==> config.mk <==
export PLATFORM = sky130hd
export DESIGN_NAME = rwg_sqrt_cell
export DESIGN_NICKNAME = d
export VERILOG_FILES = /design/src/hw/rtl/rwg_pkg.sv /design/src/hw/rtl/rwg_sqrt_cell.sv
export SDC_FILE = /design/constraint.sdc
export NUM_CORES = 1
export LEC_CHECK = 0
export BUFFER_PORTS_ARGS = -buffer_cell sky130_fd_sc_hd__buf_2
export CAP_MARGIN = 20
export CORE_UTILIZATION = 49
export DETAILED_ROUTE_END_ITERATION = 8
export PLACE_DENSITY = 0.9
export REMOVE_ABC_BUFFERS = 1
export SLEW_MARGIN = 15
export SYNTH_ARGS = -nofsm -noshare
export SYNTH_HDL_FRONTEND = slang
export SYNTH_SLANG_ARGS = --single-unit
==> constraint.sdc <==
create_clock -name clk -period 1.02 [get_ports clk]
set_clock_uncertainty 0.05 [all_clocks]
set_input_delay 0.204 -clock clk [delete_from_list [all_inputs] [get_ports clk]]
set_output_delay 0.204 -clock clk [all_outputs]
set_load 0.1 [all_outputs]
==> src/hw/rtl/rwg_pkg.sv <==
// Shared types and constants for the radial weight generator.
// No dependencies.
package rwg_pkg;

    localparam int COORD_BITS = 12;
    localparam int FRAC_BITS  = 16;
    localparam int CFG_BITS   = 13;
    localparam int HALF_BITS  = CFG_BITS - 1;
    localparam int DIFF_BITS  = (COORD_BITS > HALF_BITS) ? COORD_BITS : HALF_BITS;
    localparam int SQ_BITS    = 2 * DIFF_BITS;
    localparam int NORM_BITS  = SQ_BITS + 1;
    localparam int REM_BITS   = NORM_BITS + 1;
    localparam int QUO_BITS   = 2 * FRAC_BITS + 2;
    localparam int DIV_CELLS  = 2 * FRAC_BITS + 1;
    localparam int ROOT_BITS  = FRAC_BITS + 1;
    localparam int SREM_BITS  = ROOT_BITS + 2;
    localparam int WEIGHT_BITS = FRAC_BITS + 2;
    localparam logic [WEIGHT_BITS-1:0] WEIGHT_SAT = WEIGHT_BITS'(1) << (FRAC_BITS + 1);

    localparam logic [1:0] REG_IMAGE_WIDTH   = 2'd0;
    localparam logic [1:0] REG_IMAGE_HEIGHT  = 2'd1;
    localparam logic [1:0] REG_DISTANCE_MODE = 2'd2;

    typedef struct packed {
        logic [COORD_BITS-1:0] pixel_column;
        logic [COORD_BITS-1:0] pixel_row;
    } coord_t;

    typedef struct packed {
        logic [WEIGHT_BITS-1:0] weight;
        logic                   degenerate;
    } result_t;

    typedef struct packed {
        logic                 valid;
        logic                 deg;
        logic                 sat;
        logic [REM_BITS-1:0]  r;
        logic [NORM_BITS-1:0] m;
        logic [QUO_BITS-1:0]  q;
    } div_beat_t;

    typedef struct packed {
        logic                   valid;
        logic                   deg;
        logic                   sat;
        logic [QUO_BITS-1:0]    v;
        logic [ROOT_BITS-1:0]   root;
        logic [SREM_BITS-1:0]   rem;
        logic [WEIGHT_BITS-1:0] lin;
    } sqrt_beat_t;

endpackage

==> src/hw/rtl/rwg_sqrt_cell.sv <==
// One digit-by-digit square root cell: yields one root bit per beat.
// Depends on rwg_pkg.
module rwg_sqrt_cell
    import rwg_pkg::*;
(
    input  logic       clk,
    input  logic       rst_n,
    input  sqrt_beat_t din,
    output sqrt_beat_t dout
);

    sqrt_beat_t            dout_reg;
    sqrt_beat_t            dout_next;
    logic [SREM_BITS+1:0]  remx;
    logic [SREM_BITS+1:0]  trial;
    logic [SREM_BITS+1:0]  diff;
    logic                  ge;

    always_comb
    begin
        remx  = {din.rem, din.v[QUO_BITS-1:QUO_BITS-2]};
        trial = {2'b00, din.root, 2'b01};
        ge    = remx >= trial;
        diff  = ge ? (remx - trial) : remx;
        dout_next      = din;
        dout_next.v    = {din.v[QUO_BITS-3:0], 2'b00};
        dout_next.root = {din.root[ROOT_BITS-2:0], ge};
        dout_next.rem  = diff[SREM_BITS-1:0];
    end

    always_ff @(posedge clk or negedge rst_n)
    begin
        if (!rst_n)
            dout_reg <= '0;
        else
            dout_reg <= dout_next;
    end

    assign dout = dout_reg;

endmodule

==> impl_metrics.csv, run 1 <==
group,metric,value,unit
run_status,status,"stopped before the end",
run_status,failing_step,"4_1_cts",
run_status,first-error,"[ERROR DPL-0038] Utilization greater than 100%, impossible to legalize",
logic_synthesis,synth_edf_count,0,
clocking,cts_resized,70,
die,dieWidth,88.1,um
logic_synthesis,synthesis.area,3630,um2
logic_synthesis,ys_ff_latch,89,
placement,hpwl,12.2,mm
clocking,cts-root-buf,"clkbuf_8",
clocking,postCtsSetupBuffers,11,
die,die_h,88.1,um
logic_synthesis,ys.flop_type,"dfrtp_1",
clocking,numCtsBuffers,9,
clocking,clock-sinks,89,
placement,pre_cts_ws,-1.53,ns
clocking,htreeDepth,3,
logic_synthesis,synthArstFlopShare,100,%
logic_synthesis,ys_types,43,
placement,port_buffers,181,
logic_synthesis,synthCells,282,
logic_synthesis,yosysSeqAreaShare,61.4,%
die,start_util,50.3,%
clocking,cts_buffer_depth,2,
logic_synthesis,synth.avg_cell_area,12.9,um2
clocking,holdBufCountCts,70,
die,row_count,31,
die,pin_count,184,
logic_synthesis,yosys_warnings,0,
placement,place_congestion,0.933,
-- through the flow --
| step | instance area (um2) | instances | hold WS [ns] | setup TNS, ns | utilization, % |
|---|---|---|---|---|---|
| after floorplan | 3550 | 272 | -0.142 | -41.36 | - |
| after global placement | 6400 | 610 | -0.000857 | -23.18 | 88.8 |
| after detailed placement | 6400 | 610 | 0.00370 | -27.93 | 88.8 |
-- synthesized netlist by cell type (4+ instances only) --
cell type,n,area (um2)
xor2_1,7,61.3
inv_1,27,101
nor2_1,9,33.8
nand2_1,14,52.6
o21a_1,4,30.0
xnor2_1,8,70.1
o21ai_0,9,45.0
mux2_4,14,210
buf_4,4,30.0
ha_1,19,238
nand4_1,5,31.3
mux2i_1,4,40.0
a21oi_1,20,100
dfrtp_1,89,2230
-- cell families after synthesis --
| family | count (synthesis) | share of synthesized area [%] |
|---|---|---|
| buffers and inverters | 38 | 5.10 |
| flip-flops | 89 | 61.4 |
| adder cells (fa/ha/maj) | 19 | 6.55 |
| XOR/XNOR | 15 | 3.62 |
| AO/OA/AOI/OAI | 55 | 9.55 |
| other | 1 | 0.103 |
| AND/OR/NAND/NOR | 46 | 6.52 |
| multiplexers | 19 | 7.20 |
==> run 2: changes to the inputs <==
- CORE_UTILIZATION: 49 -> 40
- PLACE_DENSITY: 0.9 -> unset
- PLACE_DENSITY_LB_ADDON: unset -> 0.15
==> run 2 against run 1 <==
Against the previous run: the flow now finishes, with violations (setup timing); synthesized cell count stayed put; area after synthesis stayed put.
==> impl_metrics.csv, run 2 <==
group,metric,value,unit
final_layout,design_area,7920,um2
sta,period_share,181,%
die,die_h,97.3,um
global_routing,grt_busiest_layer,"met2",
final_layout,drive_gt1_share,55.3,%
logic_synthesis,yosysSeqAreaShare,61.4,%
sta,rsz0062_at_grt,"true",
drt,drt_pass1_iterations,4,
global_routing,grt_antenna_before_repair,0,
critical_path,criticalPathCategory,"input port to register",
logic_synthesis,ys_top_cells_by_area,"dfrtp_1 (61%), ha_1 (6.5%), mux2_4 (5.8%), inv_1 (2.8%), a21oi_1 (2.8%)",
die,row_count,34,
global_routing,met3_usage,8.49,%
job,maxCapViolations,0,
drt,vias,3706,
power,total_leakage_power,3.72,nW
logic_synthesis,yosys_warnings,0,
power,total_power,12.8,mW
clocking,clock-sinks,89,
clocking,cts_tree,"built",
logic_synthesis,ys_types,43,
final_layout,fin_nets,724,
logic_synthesis,ys.flop_type,"dfrtp_1",
power,p_per_area,1620,nW/um2
logic_synthesis,synth_top_area_share,61.4,%
placement,place_congestion,0.880,
final_layout,layout_commonest_cell,"buf_12",
logic_synthesis,synthesis.area,3630,um2
global_routing,grt_max_degree,61,
die,core-area,8760,um2
clocking,numCtsBuffers,9,
hold_path,hold_path_depth,2,
critical_path,cp_max_fo,6,
drt,drc,0,
critical_path,worstPathRequired,1.22,ns
final_layout,area_delta_synth_final,118,%
die,pin_count,184,
sta,layout_setup_ws,-0.821,ns
critical_path,critPathLaunchType,"input port",
global_routing,grt_remaining_overflow,0,
sta,period_needed,1.84,ns
clocking,clk_pin_slew_worst_paths,0.10,ns
placement,port_buffers,181,
logic_synthesis,ys_ff_latch,89,
drt,drt-total-wl,15.7,mm
sta,drv_slew,0,
run_status,status,"complete, but fails checks",
sta,fmax,0.543,GHz
logic_synthesis,synthCells,282,
logic_synthesis,synth_edf_count,0,
critical_path,crit_arrival,2.04,ns
drt,wire_per_inst,21.6,um
hold_path,hold_class,"input port to register",
logic_synthesis,synth_top_area_cell,"dfrtp_1",
global_routing,grt_pass1_vias,4069,
global_routing,grt_use_met2,61.6,%
die,die_area,9460,um2
final_layout,largest_reg_flops,89,
power,peakVddDrop,1.10,mV
final_layout,layout_common_cells,"buf_12 (92), dfrtp_1 (89), buf_2 (78)",
drt,antenna_left,0,
drt,vias_per_cell,5.11,
logic_synthesis,synth.most_common_cell,"dfrtp_1",
global_routing,track_usage,34.2,%
sta,setup_viol_count_final,109,
hold_path,timing.hold.worst_endpoint,"dout[30]",
die,start_util,41.4,%
placement,hpwl,8.41,mm
drt,drt-initial-drc-count,110,
final_layout,diodes,0,
logic_synthesis,synthArstFlopShare,100,%
die,dieWidth,97.3,um
hold_path,holdCritStartpoint,"din[28]",
logic_synthesis,synth.top_cells.by_count,"dfrtp_1 (89), inv_1 (27), a21oi_1 (20)",
logic_synthesis,synth.avg_cell_area,12.9,um2
clocking,cts-root-buf,"clkbuf_8",
run_status,violations,"setup timing",
global_routing,grt_pass1_wl,24.2,mm
clocking,htreeDepth,3,
critical_path,endpoint_kind,"register",
global_routing,globalRouteMet1Util,38.4,%
clocking,cts_buffer_depth,2,
placement,place_area,6430,um2
sta,hold_viol_final,0,
## run 2: worst max-delay path, stage by stage
cell	delay (ns)
buf_8	0.10
inv_4	0.05
ha_4	0.20
a21oi_1	0.29
nor2_1	0.10
nor2_1	0.22
o21ai_2	0.12
a21oi_4	0.25
clkbuf_16	0.21
mux2_4	0.29
## run 2: power by group
part	internal (mW)	leakage [nW]	total [mW]	switching, mW
Sequential	3.83	1.03	4.12	0.287
Clock	1.48	0.115	2.85	1.37
Combinational	2.39	2.57	5.85	3.46
Total	7.69	3.72	12.8	5.13
## run 2: worst max path at each step
stage	start	to	slack, ns	cells after the start
2_1_floorplan	din[37]	dout[20]	-1.59	8
3_3_place_gp	din[34]	dout[20]	-1.25	7
3_5_place_dp	din[51]	dout[24]	-1.27	11
4_1_cts	din[21]	dout[27]	-0.72	9
5_1_grt	din[26]	dout[32]	-0.86	11
6_report	din[43]	dout[20]	-0.82	10
## run 2: per-stage QoR
stage | cells | TNS [ns] | setup WS (ns) | hold slack, ns | utilization, %
floorplan | 272 | -41.36 | -1.59 | -0.142 | -
global placement | 623 | -23.83 | -1.25 | 0.169 | 73.4
detailed placement | 623 | -24.29 | -1.27 | 0.179 | 73.4
CTS | 725 | -30.62 | -0.722 | 0.0152 | 90.1
global route | 725 | -34.86 | -0.860 | 0.00858 | 90.3
finish | 725 | -31.50 | -0.821 | 0.0367 | 90.3
## run 2: cells by family after synthesis
logic type      synth area share, %
compound gates                 9.55
xor+xnor                       3.62
fa+ha+maj                      6.55
buf+inv                        5.10
flops                          61.4
mux                            7.20
other cells                   0.103
simple gates                   6.52
## run 2: what timing repair did
| item | in CTS | in global routing |
|---|---|---|
| endpoints found under the hold margin | 158 | 0 |
| cloned | 1 | 0 |
| resized for setup | 79 | 8 |
| setup endpoints to repair | 109 | 109 |
| buffers inserted | 15 | 0 |
| pin swaps | 17 | 3 |
| hold buffers | 70 | 0 |
## run 2: routing by layer
metal / part of all wire (%) / routed length, um
met4: 4.4 / 687
met3: 6.7 / 1050
met5: 0 / 0
met2: 52 / 8100
met1: 37 / 5860
## run 2: cell type report
| type | instances | area, um2 |
|---|---|---|
| tap | 108 | 135 |
| timing repair buffer | 329 | 3700 |
| fill | 324 | 846 |
| clock buffer | 10 | 138 |
| clock inverter | 6 | 96.3 |
| multi-input combinational | 156 | 1510 |
| inverter | 27 | 106 |
| sequential | 89 | 2230 |
Power figures use the tool's default switching activity.
